## config.mk

```make
export PLATFORM = sky130hd
export DESIGN_NAME = md5_message_padder
export DESIGN_NICKNAME = d
export VERILOG_FILES = /design/src/hw/rtl/mmp_pkg.sv /design/src/hw/rtl/mmp_ctrl.sv /design/src/hw/rtl/mmp_datapath.sv /design/src/hw/rtl/md5_message_padder.sv
export SDC_FILE = /design/constraint.sdc
export NUM_CORES = 1
export LEC_CHECK = 0
export BUFFER_PORTS_ARGS = -buffer_cell sky130_fd_sc_hd__buf_2
export CORE_UTILIZATION = 47
export DETAILED_ROUTE_END_ITERATION = 8
export MAX_ROUTING_LAYER = met4
export PLACE_DENSITY = 0.66
export SYNTH_ARGS = -nofsm -noshare
export SYNTH_HDL_FRONTEND = slang
export SYNTH_SLANG_ARGS = --single-unit
```

## constraint.sdc

```tcl
create_clock -name clk -period 16.8 [get_ports clk]
set_input_delay 0.84 -clock clk [delete_from_list [all_inputs] [get_ports clk]]
set_output_delay 0.84 -clock clk [all_outputs]
set_load 0.02 [all_outputs]
```

## src/hw/rtl/mmp_pkg.sv

```systemverilog
`timescale 1ns / 1ps
// ---------------------------------------------------------------------------
// MD5 message padder package
// Shared constants and controller/datapath interface types.
// ---------------------------------------------------------------------------
package mmp_pkg;

  localparam int COUNT_BITS = 61;
  localparam int WORD_BITS  = 64;
  localparam int BYTE_BITS  = 8;

  localparam logic [7:0] SEP_BYTE = 8'h80;

  // Kind of padding word the datapath produces on a padding step.
  typedef enum logic [1:0] {
    PAD_SEP,
    PAD_ZERO,
    PAD_LEN
  } pad_kind_t;

  // Commands from the controller to the datapath.
  typedef struct packed {
    logic      take_byte;
    logic      pad_step;
    pad_kind_t pad_kind;
  } mmp_cmd_t;

  // Status from the datapath to the controller.
  typedef struct packed {
    logic out_free;
    logic word_six;
  } mmp_status_t;

endpackage

```

## src/hw/rtl/mmp_ctrl.sv

```systemverilog
`timescale 1ns / 1ps
// ---------------------------------------------------------------------------
// MD5 message padder controller
// Sequences byte intake and the padding burst at the end of a message.
// ---------------------------------------------------------------------------
module mmp_ctrl
  import mmp_pkg::*;
(
  input  logic        clk,
  input  logic        rst_n,
  input  logic        in_tvalid,
  input  logic        in_has_byte,
  input  logic        in_message_end,
  output logic        in_tready,
  input  mmp_status_t status,
  output mmp_cmd_t    cmd
);

  typedef enum logic [1:0] {
    ST_ACCEPT,
    ST_SEP,
    ST_ZERO,
    ST_LEN
  } state_t;

  state_t state_r;
  state_t state_nxt;
  logic   in_fire;

  assign in_tready = (state_r == ST_ACCEPT) && status.out_free;
  assign in_fire   = in_tvalid && in_tready;

  always_comb begin
    state_nxt     = state_r;
    cmd.take_byte = 1'b0;
    cmd.pad_step  = 1'b0;
    cmd.pad_kind  = PAD_SEP;
    unique case (state_r)
      ST_ACCEPT: begin
        cmd.take_byte = in_fire && in_has_byte;
        if (in_fire && in_message_end) begin
          state_nxt = ST_SEP;
        end
      end
      ST_SEP: begin
        cmd.pad_step = status.out_free;
        cmd.pad_kind = PAD_SEP;
        if (status.out_free) begin
          state_nxt = status.word_six ? ST_LEN : ST_ZERO;
        end
      end
      ST_ZERO: begin
        cmd.pad_step = status.out_free;
        cmd.pad_kind = PAD_ZERO;
        if (status.out_free && status.word_six) begin
          state_nxt = ST_LEN;
        end
      end
      ST_LEN: begin
        cmd.pad_step = status.out_free;
        cmd.pad_kind = PAD_LEN;
        if (status.out_free) begin
          state_nxt = ST_ACCEPT;
        end
      end
      default: state_nxt = ST_ACCEPT;
    endcase
  end

  always_ff @(posedge clk) begin
    if (!rst_n) begin
      state_r <= ST_ACCEPT;
    end else begin
      state_r <= state_nxt;
    end
  end

endmodule

```

## src/hw/rtl/mmp_datapath.sv

```systemverilog
`timescale 1ns / 1ps
// ---------------------------------------------------------------------------
// MD5 message padder datapath
// Word assembly, block position, byte counter and output register.
// ---------------------------------------------------------------------------
module mmp_datapath
  import mmp_pkg::*;
(
  input  logic                 clk,
  input  logic                 rst_n,
  input  mmp_cmd_t             cmd,
  input  logic [7:0]           data_byte,
  output mmp_status_t          status,
  output logic                 out_tvalid,
  input  logic                 out_tready,
  output logic [WORD_BITS-1:0] out_tdata,
  output logic                 out_tuser,
  output logic                 out_tlast
);

  logic [55:0]            pend_r, pend_nxt;
  logic [5:0]             pos_r, pos_nxt;
  logic [COUNT_BITS-1:0]  cnt_r, cnt_nxt;
  logic                   out_valid_r;
  logic [WORD_BITS-1:0]   out_word_r;
  logic                   out_blast_r;
  logic                   out_mlast_r;

  logic [2:0]             lane;
  logic [2:0]             widx;
  logic [2:0]             widx_inc;
  logic [5:0]             shamt;
  logic                   emit;
  logic [WORD_BITS-1:0]   word_v;
  logic                   blast_v;
  logic                   mlast_v;

  assign lane     = pos_r[2:0];
  assign widx     = pos_r[5:3];
  assign widx_inc = widx + 3'd1;
  assign shamt    = {lane, 3'b000};

  assign status.out_free = !out_valid_r || out_tready;
  assign status.word_six = (widx == 3'd6);

  always_comb begin
    pend_nxt = pend_r;
    pos_nxt  = pos_r;
    cnt_nxt  = cnt_r;
    emit     = 1'b0;
    word_v   = '0;
    blast_v  = 1'b0;
    mlast_v  = 1'b0;
    if (cmd.take_byte) begin
      pos_nxt = pos_r + 6'd1;
      cnt_nxt = cnt_r + COUNT_BITS'(1);
      if (lane == 3'd7) begin
        emit     = 1'b1;
        word_v   = {data_byte, pend_r};
        blast_v  = (widx == 3'd7);
        pend_nxt = '0;
      end else begin
        pend_nxt = pend_r | (56'(data_byte) << shamt);
      end
    end else if (cmd.pad_step) begin
      emit = 1'b1;
      unique case (cmd.pad_kind)
        PAD_SEP: begin
          word_v   = {8'h00, pend_r} | (WORD_BITS'(SEP_BYTE) << shamt);
          blast_v  = (widx == 3'd7);
          pend_nxt = '0;
          pos_nxt  = {widx_inc, 3'b000};
        end
        PAD_ZERO: begin
          blast_v = (widx == 3'd7);
          pos_nxt = {widx_inc, 3'b000};
        end
        PAD_LEN: begin
          // Length in bits, little-endian, modulo 2^64.
          word_v   = WORD_BITS'({cnt_r, 3'b000});
          blast_v  = 1'b1;
          mlast_v  = 1'b1;
          pend_nxt = '0;
          pos_nxt  = '0;
          cnt_nxt  = '0;
        end
        default: emit = 1'b0;
      endcase
    end
  end

  always_ff @(posedge clk) begin
    if (!rst_n) begin
      pend_r      <= '0;
      pos_r       <= '0;
      cnt_r       <= '0;
      out_valid_r <= 1'b0;
    end else begin
      pend_r <= pend_nxt;
      pos_r  <= pos_nxt;
      cnt_r  <= cnt_nxt;
      if (emit) begin
        out_valid_r <= 1'b1;
      end else if (out_tready) begin
        out_valid_r <= 1'b0;
      end
    end
  end

  always_ff @(posedge clk) begin
    if (emit) begin
      out_word_r  <= word_v;
      out_blast_r <= blast_v;
      out_mlast_r <= mlast_v;
    end
  end

  assign out_tvalid = out_valid_r;
  assign out_tdata  = out_word_r;
  assign out_tuser  = out_blast_r;
  assign out_tlast  = out_mlast_r;

endmodule

```

## src/hw/rtl/md5_message_padder.sv

```systemverilog
`timescale 1ns / 1ps
// ---------------------------------------------------------------------------
// MD5 message padder
// Packs message bytes into 64-bit words of 64-byte MD5 blocks and pads.
// ---------------------------------------------------------------------------
// Usage: message bytes enter on the in_ stream, one transaction per byte,
// with in_tuser high when in_tdata carries a byte and in_tlast high on the
// final transaction of the message (it may carry the last byte or be a
// bare end mark; a bare end mark alone gives the padding of an empty
// message). Words leave on the out_ stream, earliest byte in bits 7..0,
// out_tuser marking the eighth word of a block and out_tlast the final
// word of the padded message.
// Throughput: one byte per cycle while a message streams in. A word is
// shown on out_ the cycle after its eighth byte is taken. The end mark
// starts a padding burst of one word per cycle from the current word to
// the length word: 2 to 9 words, during which in_tready stays low.
// The rate is set by the single output register: each emitted word
// needs a free slot, so a stalled receiver holds off input and padding.
// Reset (rst_n low, synchronous) empties the output register and clears
// the word buffer, block position and byte counter.
// ---------------------------------------------------------------------------
module md5_message_padder
  import mmp_pkg::*;
(
  input  logic                 clk,
  input  logic                 rst_n,
  input  logic                 in_tvalid,
  output logic                 in_tready,
  input  logic [7:0]           in_tdata,   // [7:0] data_byte
  input  logic                 in_tuser,   // [0] has_byte
  input  logic                 in_tlast,   // message_end
  output logic                 out_tvalid,
  input  logic                 out_tready,
  output logic [WORD_BITS-1:0] out_tdata,  // [63:0] block_word
  output logic                 out_tuser,  // [0] block_last
  output logic                 out_tlast   // message_last
);

  mmp_cmd_t    cmd;
  mmp_status_t status;

  // The controller owns the handshake on the input side and the padding
  // sequence; the datapath owns all data storage and the output register.
  mmp_ctrl u_ctrl (
    .clk            (clk),
    .rst_n          (rst_n),
    .in_tvalid      (in_tvalid),
    .in_has_byte    (in_tuser),
    .in_message_end (in_tlast),
    .in_tready      (in_tready),
    .status         (status),
    .cmd            (cmd)
  );

  mmp_datapath u_dp (
    .clk        (clk),
    .rst_n      (rst_n),
    .cmd        (cmd),
    .data_byte  (in_tdata),
    .status     (status),
    .out_tvalid (out_tvalid),
    .out_tready (out_tready),
    .out_tdata  (out_tdata),
    .out_tuser  (out_tuser),
    .out_tlast  (out_tlast)
  );

endmodule

```

; Word-level counts from Yosys, hierarchy flattened
; Index checks and enable logic that the tools add are counted.
[op_classes]
add_sub_neg = 3
mul = 0
n_div = 0
n_lt_le_gt_ge = 0
n_eq_ne = 12
shifts = 2
n_mux = 33
n_bitwise = 3
n_reduce_logical = 22
[op_table]
columns = operator, n
row1 = 56-bit 2-to-1 mux, 4
row2 = 64-bit 2-to-1 mux, 3
row3 = 61-bit 2-to-1 mux, 3
row4 = 64-bit case mux with 2 select lines, 1
row5 = 56-bit by 64-bit OR with 64-bit output, 1
row6 = "8-bit by 6-bit left shift with 64-bit output, first input constant", 1
row7 = "61-bit by 1-bit adder with 61-bit output, second input constant", 1
row8 = 56-bit OR, 1
row9 = 8-bit by 6-bit left shift with 56-bit output, 1
row10 = 1-bit 2-to-1 mux, 12
row11 = 6-bit 2-to-1 mux, 2
row12 = 6-bit case mux with 2 select lines, 1
row13 = "3-bit equality test, second input constant", 3
row14 = 3-bit case mux with 3 select lines, 1
row15 = 2-bit 2-to-1 mux, 4
row16 = 2-bit case mux with 4 select lines, 1
row17 = 2-bit nonzero test, 4
row18 = "6-bit by 1-bit adder with 6-bit output, second input constant", 1
row19 = "2-bit equality test, second input constant", 3
row20 = "2-bit by 1-bit inequality test with 1-bit output, second input constant", 3
row21 = 2-bit AND reduction, 3
row22 = 2-bit OR reduction, 3
row23 = 1-bit logical AND, 5
row24 = "2-bit by 1-bit equality test with 1-bit output, second input constant", 2
row25 = 10 further kinds, 11
[word_totals]
ff_bits = 192
latchBits = 0
ram_bits = 0
mem_bits_ro = 0
in_bits = 14
output_inout_bits = 68
elab_cells = 83
n_memories = 0

; Depth between registers and ports, before layout
; Gate-level depths: netlist (run 1).
[depth]
depth_word = 9
depth_mapped = 10
ltp_nobuf = 9

; Hierarchy
; From an unflattened synthesis (run 1), not the netlist that was laid out.
[hier_totals]
cells_unflattened = 883
hier_area_um2 = 8592.0
[by_module_without_submodules]
columns = module, n_inst, cells_each, area_each_um2
row1 = mmp_datapath, 1, 856, 8340.5
row2 = mmp_ctrl, 1, 27, 251.5

; Least setup slack after synthesis (run 1)
; OpenSTA, ideal clock, no wires.
[synth_path]
path_kind = input to register
startpoint = in out_tready
endpoint = reg u_dp.out_word_r[0], in the netlist u_dp.out_tdata[0], enable pin
setup_ns = 0.584
arrival_time_ns = 6.081
required_time_ns = 16.216
slack_ns = 10.136
cell_stages = 4
path_buffers = 0
path_cell_list = nor2b_1 > nor3_2 > nand2_1 > o21ai_0
[synth_between]
elab_chain_cells = 6
[synth_lines]
columns = element, line
row1 = "start, declared", md5_message_padder.sv:33  ; input logic out_tready,
row2 = 1-bit logical OR (*), mmp_datapath.sv:43  ; assign status.out_free = !out_valid_r || out_tready;
row3 = 1-bit logical AND, mmp_ctrl.sv:30  ; assign in_tready = (state_r == ST_ACCEPT) && status.out_free;
row4 = 1-bit logical AND, mmp_ctrl.sv:31  ; assign in_fire = in_tvalid && in_tready;
row5 = 1-bit logical AND, mmp_ctrl.sv:40  ; cmd.take_byte = in_fire && in_has_byte;
row6 = 1-bit 2-to-1 mux, mmp_ctrl.sv:38  ; unique case (state_r)
row7 = 1-bit 2-to-1 mux (*), mmp_datapath.sv:54  ; if (cmd.take_byte) begin
row8 = named net u_dp.emit, mmp_datapath.sv:33  ; logic emit;
row9 = "end signal, assigned", mmp_datapath.sv:112  ; out_word_r <= word_v;
row10 = "end, declared", mmp_datapath.sv:25  ; logic [WORD_BITS-1:0] out_word_r;
; Mark *: on every way through the listed nets, which the timed path passes. The rest lies on a longest branch.
; A chain may end at the register's enable or synchronous reset.

; Final worst setup path (run 1)
[layout_path]
startpoint = reg u_ctrl.state_r[0]
endpoint = reg u_dp.out_word_r[34], in the netlist u_dp.out_tdata[34], enable pin
[layout_between]
elab_chain_cells = 7
[layout_lines]
columns = element, line
row1 = "start, declared", mmp_ctrl.sv:26  ; state_t state_r;
row2 = "start signal, assigned", mmp_ctrl.sv:74  ; state_r <= state_nxt;
row3 = 2-bit equality test / 2-bit by 1-bit equality test with 1-bit output (equally long branches), mmp_ctrl.sv:38
row4 = 3-bit case mux with 3 select lines, mmp_ctrl.sv:38
row5 = 2-bit by 1-bit equality test with 1-bit output (tied with other cells), mmp_datapath.sv:67  ; unique case (cmd.pad_kind)
row6 = 3-bit OR reduction (no line), --
row7 = 1-bit 2-to-1 mux, mmp_datapath.sv:67
row8 = 1-bit 2-to-1 mux, mmp_datapath.sv:65  ; end else if (cmd.pad_step) begin
row9 = 1-bit 2-to-1 mux (*), mmp_datapath.sv:54
row10 = named net u_dp.emit, mmp_datapath.sv:33
; Marks and branches as above.

==> impl_results.html, run 1 <==
<table>
<tr><th>Metric</th><th>Value</th></tr>
<tr><th colspan="2">Setup path</th></tr>
<tr><td>Signal arrival time at the worst endpoint</td><td>3.69 ns</td></tr>
<tr><td>Worst-path cell chain</td><td>inv_1 &gt; ha_1 &gt; nor3_1 &gt; nor3_2 &gt; nand2_1 &gt; o21ai_4 &gt; buf_4</td></tr>
<tr><td>Data required, critical path</td><td>16.87 ns</td></tr>
<tr><td>Kind of end point of the critical path</td><td>register</td></tr>
<tr><td>Delay of the slowest cell on the worst path</td><td>0.78 ns</td></tr>
<tr><td>Critical Path Start Type</td><td>register</td></tr>
<tr><td>Type of the worst setup path</td><td>register to register</td></tr>
<tr><td>Maximum fanout along the worst path</td><td>41</td></tr>
<tr><td>Depth of the worst register-to-register path</td><td>7</td></tr>
<tr><td>Cell with the largest stage delay on the worst path</td><td>o21ai_4</td></tr>
<tr><th colspan="2">Synthesis</th></tr>
<tr><td>Area of the mapped netlist</td><td>8420 sq um</td></tr>
<tr><td>Warnings from Yosys</td><td>0</td></tr>
<tr><td>Number of nets produced by synthesis</td><td>907</td></tr>
<tr><td>Share of the yosys chip area belonging to registers</td><td>0.535</td></tr>
<tr><td>Post-synthesis sequential element count</td><td>192</td></tr>
<tr><td>Count of cell types in the netlist</td><td>60</td></tr>
<tr><td>Async S/R FF share, synth</td><td>0</td></tr>
<tr><td>Avg Synthesized Cell Area</td><td>9.61 sq um</td></tr>
<tr><td>Commonest register cell after synthesis</td><td>dfxtp_1</td></tr>
<tr><td>Number of flops mapped to enable cells by yosys</td><td>66</td></tr>
<tr><td>Synthesized instance count</td><td>877</td></tr>
<tr><th colspan="2">Worst hold path</th></tr>
<tr><td>Kind of path behind the tightest hold check</td><td>register to register</td></tr>
<tr><td>Instance count along the most critical hold path</td><td>2</td></tr>
<tr><th colspan="2">STA</th></tr>
<tr><td>Setup repair after global routing missed its margin</td><td>no</td></tr>
<tr><td>F_max</td><td>277 MHz</td></tr>
<tr><td>Final number of max-transition violations</td><td>0</td></tr>
<tr><td>Worst clock skew on the final layout</td><td>0.0119 ns</td></tr>
<tr><td>Worst Hold Slack</td><td>0.470 ns</td></tr>
<tr><td>Final critical delay including setup and external delays</td><td>3.62 ns</td></tr>
<tr><td>Final total negative setup slack</td><td>0 ns</td></tr>
<tr><td>Final setup vio count</td><td>0</td></tr>
<tr><td>Final Hold Fails</td><td>0</td></tr>
<tr><td>Relative slew slack</td><td>0.219</td></tr>
<tr><td>Period utilization</td><td>0.215</td></tr>
<tr><td>Worst-Margin Slew</td><td>1.16 ns</td></tr>
<tr><th colspan="2">Die</th></tr>
<tr><td>Horizontal extent of the die</td><td>136 um</td></tr>
<tr><td>Initial core utilization</td><td>0.484</td></tr>
<tr><td>Area enclosed by the die boundary</td><td>18,500 sq um</td></tr>
<tr><td>Row count</td><td>48</td></tr>
<tr><td>Io pins</td><td>82</td></tr>
<tr><td>Die span in y</td><td>136 um</td></tr>
<tr><td>Core Box Area</td><td>17,400 sq um</td></tr>
<tr><th colspan="2">Outcome</th></tr>
<tr><td>Run status</td><td>complete, no violations</td></tr>
<tr><th colspan="2">Global route</th></tr>
<tr><td>Grt total ovfl</td><td>0</td></tr>
<tr><td>Antenna violations before repair</td><td>0</td></tr>
<tr><td>Global-route wire length before repair</td><td>35,700 um</td></tr>
<tr><td>Vias in the first global route</td><td>6,332</td></tr>
<tr><td>Pin count of the biggest net entering global routing</td><td>55</td></tr>
<tr><td>Overall fraction of global-route tracks in use</td><td>0.267</td></tr>
<tr><th colspan="2">Power</th></tr>
<tr><td>Power Internal</td><td>0.788 mW</td></tr>
<tr><td>Leakage component of the power</td><td>3.45 nW</td></tr>
<tr><td>Sum of internal, switching and leakage power</td><td>1.14 mW</td></tr>
<tr><td>Combinational cell fraction of total power</td><td>0.182</td></tr>
<tr><td>Largest vdd supply drop</td><td>0.0825 mV</td></tr>
<tr><td>Switching power of the nets</td><td>0.348 mW</td></tr>
<tr><td>Switching share of power</td><td>0.306</td></tr>
<tr><td>Portion of total power attributed to the clock network</td><td>0.341</td></tr>
<tr><td>Share of total power in sequential cells</td><td>0.477</td></tr>
<tr><td>Power density over the cells</td><td>118 nW/um^2</td></tr>
<tr><th colspan="2">Placement</th></tr>
<tr><td>Post-Place Cells</td><td>1,140</td></tr>
<tr><td>Final Wtd Congestion</td><td>0.889</td></tr>
<tr><td>Number of input and output port buffers inserted</td><td>81</td></tr>
<tr><td>Post-DP HPWL</td><td>15,400 um</td></tr>
<tr><th colspan="2">Drt</th></tr>
<tr><td>Total number of vias</td><td>7,143</td></tr>
<tr><td>Antenna Nets Post-Route</td><td>0</td></tr>
<tr><td>1st-pass router iterations</td><td>5</td></tr>
<tr><td>Wire per inst</td><td>19.7 um</td></tr>
<tr><td>Remaining routing DRC violations</td><td>0</td></tr>
<tr><td>Via count normalized by instance count</td><td>6.09</td></tr>
<tr><td>Post-detailed-routing wire length</td><td>23,100 um</td></tr>
<tr><td>Iteration-0 DRC Markers</td><td>791</td></tr>
<tr><th colspan="2">CTS</th></tr>
<tr><td>Clock tree sinks</td><td>192</td></tr>
<tr><td>H-tree levels</td><td>4</td></tr>
<tr><td>Clock root buffer</td><td>clkbuf_16</td></tr>
<tr><td>Hold_buf cts</td><td>0</td></tr>
<tr><td>Number of gates given a new drive strength after cts</td><td>0</td></tr>
<tr><td>Maximum count of clock buffers along a single path</td><td>2</td></tr>
<tr><td>Source-to-sink clock delay at the later pin of the worst-skew pair</td><td>0.44 ns</td></tr>
<tr><td>Total clock buffers created by CTS</td><td>17</td></tr>
<tr><td>Clock tree from TritonCTS</td><td>built</td></tr>
<tr><td>Post CTS Setup Buffer Count</td><td>0</td></tr>
<tr><td>Clock slew at reported path FFs</td><td>0.07 ns</td></tr>
<tr><th colspan="2">Finish</th></tr>
<tr><td>Area delta synth-&gt;final</td><td>13.9%</td></tr>
<tr><td>Non-filler cells in the finished layout</td><td>1,172</td></tr>
<tr><td>NumNets Final</td><td>964</td></tr>
<tr><td>Inserted Diodes</td><td>0</td></tr>
<tr><td>Proportion of layout cells with a drive suffix above 1</td><td>0.149</td></tr>
<tr><td>Number of fill cells</td><td>1,571</td></tr>
<tr><th colspan="2">Job</th></tr>
<tr><td>Number of violations of the max-capacitance limit</td><td>0</td></tr>
</table>
worst max-delay path, delay by kind of cell, from the launching register on:
kind | cells | cell delay, ns
AOI/OAI and AO/OA | 1 | 0.78
adders and majority gates | 1 | 0.56
buffers and inverters | 2 | 0.71
DFF | 1 | 0.36
and+or+nand+nor | 3 | 0.78
cells by family (layout without fill, tap and decap cells):
logic type      Yosys count  after routing  share of synthesized area
compound gates          239            239                      0.189
buf+inv                  66            136                     0.0304
fa+ha+maj                16             16                     0.0238
flops                   192            192                      0.535
simple gates            350            350                      0.206
xor+xnor                 10             10                     0.0104
mux                       4              4                    0.00490
cell usage after synthesis, types with 6 or more instances:
cell type	instances	area [sq um]
a21oi_1	86	430
a22o_1	58	508
a31oi_1	9	56.3
and2_1	12	75.1
and3_1	16	100
buf_1	8	30.0
buf_2	7	35.0
clkbuf_1	39	146
dfxtp_1	126	2520
edfxtp_1	66	1980
ha_1	16	200
inv_1	11	41.3
nand2_1	71	267
nand2b_1	6	37.5
nand3_1	42	210
nand4_1	22	138
nor2_1	112	420
nor3_1	17	85.1
nor4_1	12	75.1
o211ai_1	9	67.6
o21ai_0	33	165
o31ai_1	8	60.1
or3_1	11	68.8
or4_1	7	52.6
xnor2_1	8	70.1
state kept, by name, summed over array words and instances (netlist names):
signal	flops
u_dp.out_tuser	1
u_dp.pos_r	6
u_ctrl.state_r	2
u_dp.out_tvalid	1
u_dp.pend_r	56
u_dp.out_tdata	64
u_dp.cnt_r	61
u_dp.out_tlast	1
power groups by stage:
stage | clock network, mW | registers [mW] | logic [mW]
floorplan | 0 | 0.591 | 0.101
global placement | 0 | 0.552 | 0.205
detailed placement | 0 | 0.552 | 0.208
CTS | 0.392 | 0.542 | 0.208
global route | 0.409 | 0.546 | 0.225
finish | 0.387 | 0.542 | 0.207
worst paths after layout:
check | startpoint | to | slack [ns]
min reg2reg | u_dp.pend_r[42] | u_dp.pend_r[42] | 0.47
max reg2reg | u_ctrl.state_r[0] | u_dp.out_tdata[34] | 13.18
min | u_dp.pend_r[42] | u_dp.pend_r[42] | 0.47
max | u_ctrl.state_r[0] | u_dp.out_tdata[34] | 13.18
area by class of cell:
class | count | area (sq um) | area share
Multi-Input combinational cell | 619 | 3710 | 0.387
Clock buffer | 21 | 450 | 0.0470
Tap cell | 225 | 282 | 0.0294
Inverter | 12 | 45.0 | 0.00470
Timing Repair Buffer | 92 | 488 | 0.0509
Clock inverter | 11 | 108 | 0.0112
Sequential cell | 192 | 4500 | 0.470
placed cells by master, fill, tap and decap left out, types with 3 or more instances in the layout:
cell type     n
or2_2         3
buf_2        81
nor2_1      111
dfxtp_1     126
and2_1       12
nand2_1      71
nand2b_1      6
edfxtp_1     66
inv_1        11
mux2i_1       3
a31oi_1       9
o21a_1        3
a22oi_1       3
nand4_1      22
a21o_1        4
clkbuf_16    17
o211ai_1      9
nand3_1      42
or3_1        11
nor3_1       17
a211o_1       3
and4_1        5
clkinvlp_4    4
o211a_1       3
and3_1       16
nor4_2        4
nor4_1       10
xnor2_1       8
a311oi_1      4
clkbuf_1      3
a22o_1       58
buf_4        11
a21oi_1      86
or4_1         7
o21ai_0      31
o31ai_1       8
ha_1         16
through the flow:
step	utilization	setup WS [ns]	instance area, sq um
3_3_place_gp	0.519	13.14	9030
4_1_cts	0.551	13.12	9590
6_report	0.551	13.18	9590
5_1_grt	0.551	12.84	9590
3_5_place_dp	0.519	13.10	9030
2_1_floorplan	-	10.14	8420
layer usage:
| metal | global-route usage | vias up | share of wire |
|---|---|---|---|
| li1 | - | 3378 | - |
| met1 | 0.371 | 3430 | 0.46 |
| met2 | 0.397 | 297 | 0.45 |
| met3 | 0.0485 | 38 | 0.072 |
| met4 | 0.0778 | 0 | 0.018 |
| met5 | - | - | 0 |
No activity file was read; power rests on OpenSTA's default activity.
==> run 2, diff against run 1 <==
clock period = 3.7 ns   (was 16.8 ns; I/O delays follow)
==> impl_results.html, run 2 (synthesis gave the netlist of run 1 again) <==
<table>
<tr><th>Metric</th><th>Value</th></tr>
<tr><th colspan="2">Outcome</th></tr>
<tr><td>Run status</td><td>complete, no violations</td></tr>
<tr><th colspan="2">STA</th></tr>
<tr><td>Setup repair after global routing missed its margin</td><td>no</td></tr>
<tr><td>Worst Hold Slack</td><td>0.119 ns</td></tr>
<tr><td>Final total negative setup slack</td><td>0 ns</td></tr>
<tr><td>Final number of max-transition violations</td><td>0</td></tr>
<tr><td>Relative slew slack</td><td>0.152</td></tr>
<tr><td>F_max</td><td>322 MHz</td></tr>
<tr><td>Worst clock skew on the final layout</td><td>0.0107 ns</td></tr>
<tr><td>Final critical delay including setup and external delays</td><td>3.11 ns</td></tr>
<tr><td>Worst-Margin Slew</td><td>1.27 ns</td></tr>
<tr><td>Final Hold Fails</td><td>0</td></tr>
<tr><td>Final setup vio count</td><td>0</td></tr>
<tr><td>Period utilization</td><td>0.840</td></tr>
<tr><th colspan="2">Setup path</th></tr>
<tr><td>Cell with the largest stage delay on the worst path</td><td>o31ai_4</td></tr>
<tr><td>Depth of the worst register-to-register path</td><td>8</td></tr>
<tr><td>Cell occurring most often along the worst timing path</td><td>nand2_1</td></tr>
<tr><td>Delay of the slowest cell on the worst path</td><td>1.02 ns</td></tr>
<tr><td>Startpoint of the worst-slack reg-to-reg timing path</td><td>u_ctrl.state_r[1]</td></tr>
<tr><td>Signal arrival time at the worst endpoint</td><td>3.42 ns</td></tr>
<tr><td>Termination of the worst setup path</td><td>u_dp.out_tdata[23]</td></tr>
<tr><td>Crit Reg-Reg Endpoint</td><td>u_dp.out_tdata[23]</td></tr>
<tr><td>Kind of end point of the critical path</td><td>register</td></tr>
<tr><td>Maximum fanout along the worst path</td><td>32</td></tr>
<tr><td>Beginning of the critical path</td><td>u_ctrl.state_r[1]</td></tr>
<tr><td>Data required, critical path</td><td>4.01 ns</td></tr>
<tr><td>Worst-path cell chain</td><td>ha_1 &gt; nor3_1 &gt; nor3_2 &gt; nand2_1 &gt; o31ai_4 &gt; buf_12 &gt; a22oi_1 &gt; nand2_1</td></tr>
<tr><td>Critical Path Start Type</td><td>register</td></tr>
<tr><td>Type of the worst setup path</td><td>register to register</td></tr>
<tr><td>Setup slack, reg-to-reg</td><td>0.59 ns</td></tr>
<tr><th colspan="2">CTS</th></tr>
<tr><td>Post CTS Setup Buffer Count</td><td>0</td></tr>
<tr><td>Maximum count of clock buffers along a single path</td><td>2</td></tr>
<tr><td>Hold_buf cts</td><td>0</td></tr>
<tr><td>Clock root buffer</td><td>clkbuf_16</td></tr>
<tr><td>Clock slew at reported path FFs</td><td>0.07 ns</td></tr>
<tr><td>Clock tree from TritonCTS</td><td>built</td></tr>
<tr><td>Number of gates given a new drive strength after cts</td><td>0</td></tr>
<tr><td>Clock tree sinks</td><td>192</td></tr>
<tr><td>Total clock buffers created by CTS</td><td>17</td></tr>
<tr><td>H-tree levels</td><td>4</td></tr>
<tr><td>Source-to-sink clock delay at the later pin of the worst-skew pair</td><td>0.44 ns</td></tr>
<tr><th colspan="2">Die</th></tr>
<tr><td>Row count</td><td>48</td></tr>
<tr><td>Die span in y</td><td>136 um</td></tr>
<tr><td>Core Box Area</td><td>17,400 sq um</td></tr>
<tr><td>Horizontal extent of the die</td><td>136 um</td></tr>
<tr><td>Area enclosed by the die boundary</td><td>18,500 sq um</td></tr>
<tr><td>Io pins</td><td>82</td></tr>
<tr><td>Initial core utilization</td><td>0.484</td></tr>
<tr><th colspan="2">Power</th></tr>
<tr><td>Portion of total power attributed to the clock network</td><td>0.341</td></tr>
<tr><td>Sum of internal, switching and leakage power</td><td>5.22 mW</td></tr>
<tr><td>Largest vdd supply drop</td><td>0.342 mV</td></tr>
<tr><td>Switching power of the nets</td><td>1.65 mW</td></tr>
<tr><td>Leakage component of the power</td><td>3.54 nW</td></tr>
<tr><td>Power density over the cells</td><td>538 nW/um^2</td></tr>
<tr><td>Combinational cell fraction of total power</td><td>0.188</td></tr>
<tr><td>Switching share of power</td><td>0.317</td></tr>
<tr><td>Power Internal</td><td>3.56 mW</td></tr>
<tr><td>Share of total power in sequential cells</td><td>0.471</td></tr>
<tr><th colspan="2">Drt</th></tr>
<tr><td>Total number of vias</td><td>7,236</td></tr>
<tr><td>Remaining routing DRC violations</td><td>0</td></tr>
<tr><td>1st-pass router iterations</td><td>7</td></tr>
<tr><td>Antenna Nets Post-Route</td><td>0</td></tr>
<tr><td>Post-detailed-routing wire length</td><td>23,700 um</td></tr>
<tr><td>Wire per inst</td><td>20.0 um</td></tr>
<tr><td>Iteration-0 DRC Markers</td><td>779</td></tr>
<tr><td>Via count normalized by instance count</td><td>6.11</td></tr>
<tr><th colspan="2">Global route</th></tr>
<tr><td>Global-route wire length before repair</td><td>36,700 um</td></tr>
<tr><td>Grt total ovfl</td><td>0</td></tr>
<tr><td>Pin count of the biggest net entering global routing</td><td>35</td></tr>
<tr><td>Vias in the first global route</td><td>6,572</td></tr>
<tr><td>Antenna violations before repair</td><td>0</td></tr>
<tr><td>Overall fraction of global-route tracks in use</td><td>0.274</td></tr>
<tr><th colspan="2">Job</th></tr>
<tr><td>Number of violations of the max-capacitance limit</td><td>0</td></tr>
<tr><th colspan="2">Finish</th></tr>
<tr><td>Proportion of layout cells with a drive suffix above 1</td><td>0.160</td></tr>
<tr><td>Leading cell types in the layout, fill and taps excluded</td><td>126 x dfxtp_1, 111 x nor2_1, 86 x a21oi_1</td></tr>
<tr><td>Most frequent standard cell in the layout excluding fill and tap cells</td><td>dfxtp_1</td></tr>
<tr><td>Post-route cell area</td><td>9700 sq um</td></tr>
<tr><td>Area delta synth-&gt;final</td><td>15.1%</td></tr>
<tr><td>Largest register FFs</td><td>64</td></tr>
<tr><td>Inserted Diodes</td><td>0</td></tr>
<tr><td>Final standard cell utilization of the core</td><td>0.557</td></tr>
<tr><td>NumNets Final</td><td>977</td></tr>
<tr><th colspan="2">Placement</th></tr>
<tr><td>Post-DP HPWL</td><td>16,000 um</td></tr>
<tr><td>Final Wtd Congestion</td><td>0.884</td></tr>
<tr><td>Number of input and output port buffers inserted</td><td>81</td></tr>
<tr><td>Total placed instance area</td><td>9130 sq um</td></tr>
<tr><th colspan="2">Worst hold path</th></tr>
<tr><td>Kind of path behind the tightest hold check</td><td>input port to register</td></tr>
</table>
## run 2: changes by cell type in the layout (fill, tap and decap cells not counted)
cell / change
buf_4: +12
clkinvlp_4: -4
clkbuf_1: -2
clkinv_4: +2
clkinv_8: +2
inv_6: +2
nor4_1: +2
nor4_2: -2
buf_12: +1
bufinv_16: -1
inv_8: +1
## run 2: worst min-delay path by stage
stage | startpoint | depth (start not counted) | end | slack [ns]
6_report | out_tready | 3 | u_dp.out_tvalid | 0.12
5_1_grt | out_tready | 3 | u_dp.out_tvalid | 0.15
3_3_place_gp | u_dp.pend_r[1] | 2 | u_dp.pend_r[1] | 0.44
3_5_place_dp | u_dp.pend_r[1] | 2 | u_dp.pend_r[1] | 0.45
4_1_cts | out_tready | 3 | u_dp.out_tvalid | 0.11
2_1_floorplan | u_dp.pend_r[0] | 2 | u_dp.pend_r[0] | 0.43
## run 2: per-stage QoR
stage	cells	setup slack, ns
global placement	1153	0.805
CTS	1185	0.652
floorplan	877	0.253
finish	1185	0.590
global route	1185	0.341
detailed placement	1153	0.668
## run 2: power by group through the flow
stage	logic [mW]	clock network, mW	registers [mW]
2_1_floorplan	0.460	0	2.66
3_3_place_gp	0.969	0	2.50
3_5_place_dp	0.976	0	2.51
4_1_cts	0.980	1.79	2.46
5_1_grt	1.07	1.86	2.48
6_report	0.980	1.78	2.46
## run 2: critical path: cells and delay by family (launching register included)
family	cells	cell delay [ns]
buffers and inverters	1	0.29
AND/OR/NAND/NOR	4	0.73
adder cells (fa/ha/maj)	1	0.39
AO/OA/AOI/OAI	2	1.14
flip-flops	1	0.42
## run 2: layout make-up
| type | instances | area, sq um |
|---|---|---|
| multi-input cells | 619 | 3700 |
| well taps | 225 | 282 |
| fillers | 1601 | 7720 |
| flip-flops and latches | 192 | 4500 |
| inverters | 12 | 45.0 |
| clock inverters | 13 | 126 |
| clock buffers | 19 | 443 |
| repair buffers | 105 | 598 |
## run 2: per-layer routing
layer / global-route usage / part of all wire / vias to the layer above
met1: 0.376 / 0.46 / 3486
met2: 0.394 / 0.45 / 307
met5: - / 0 / -
met3: 0.0608 / 0.076 / 41
met4: 0.0988 / 0.023 / 0
li1: - / - / 3402
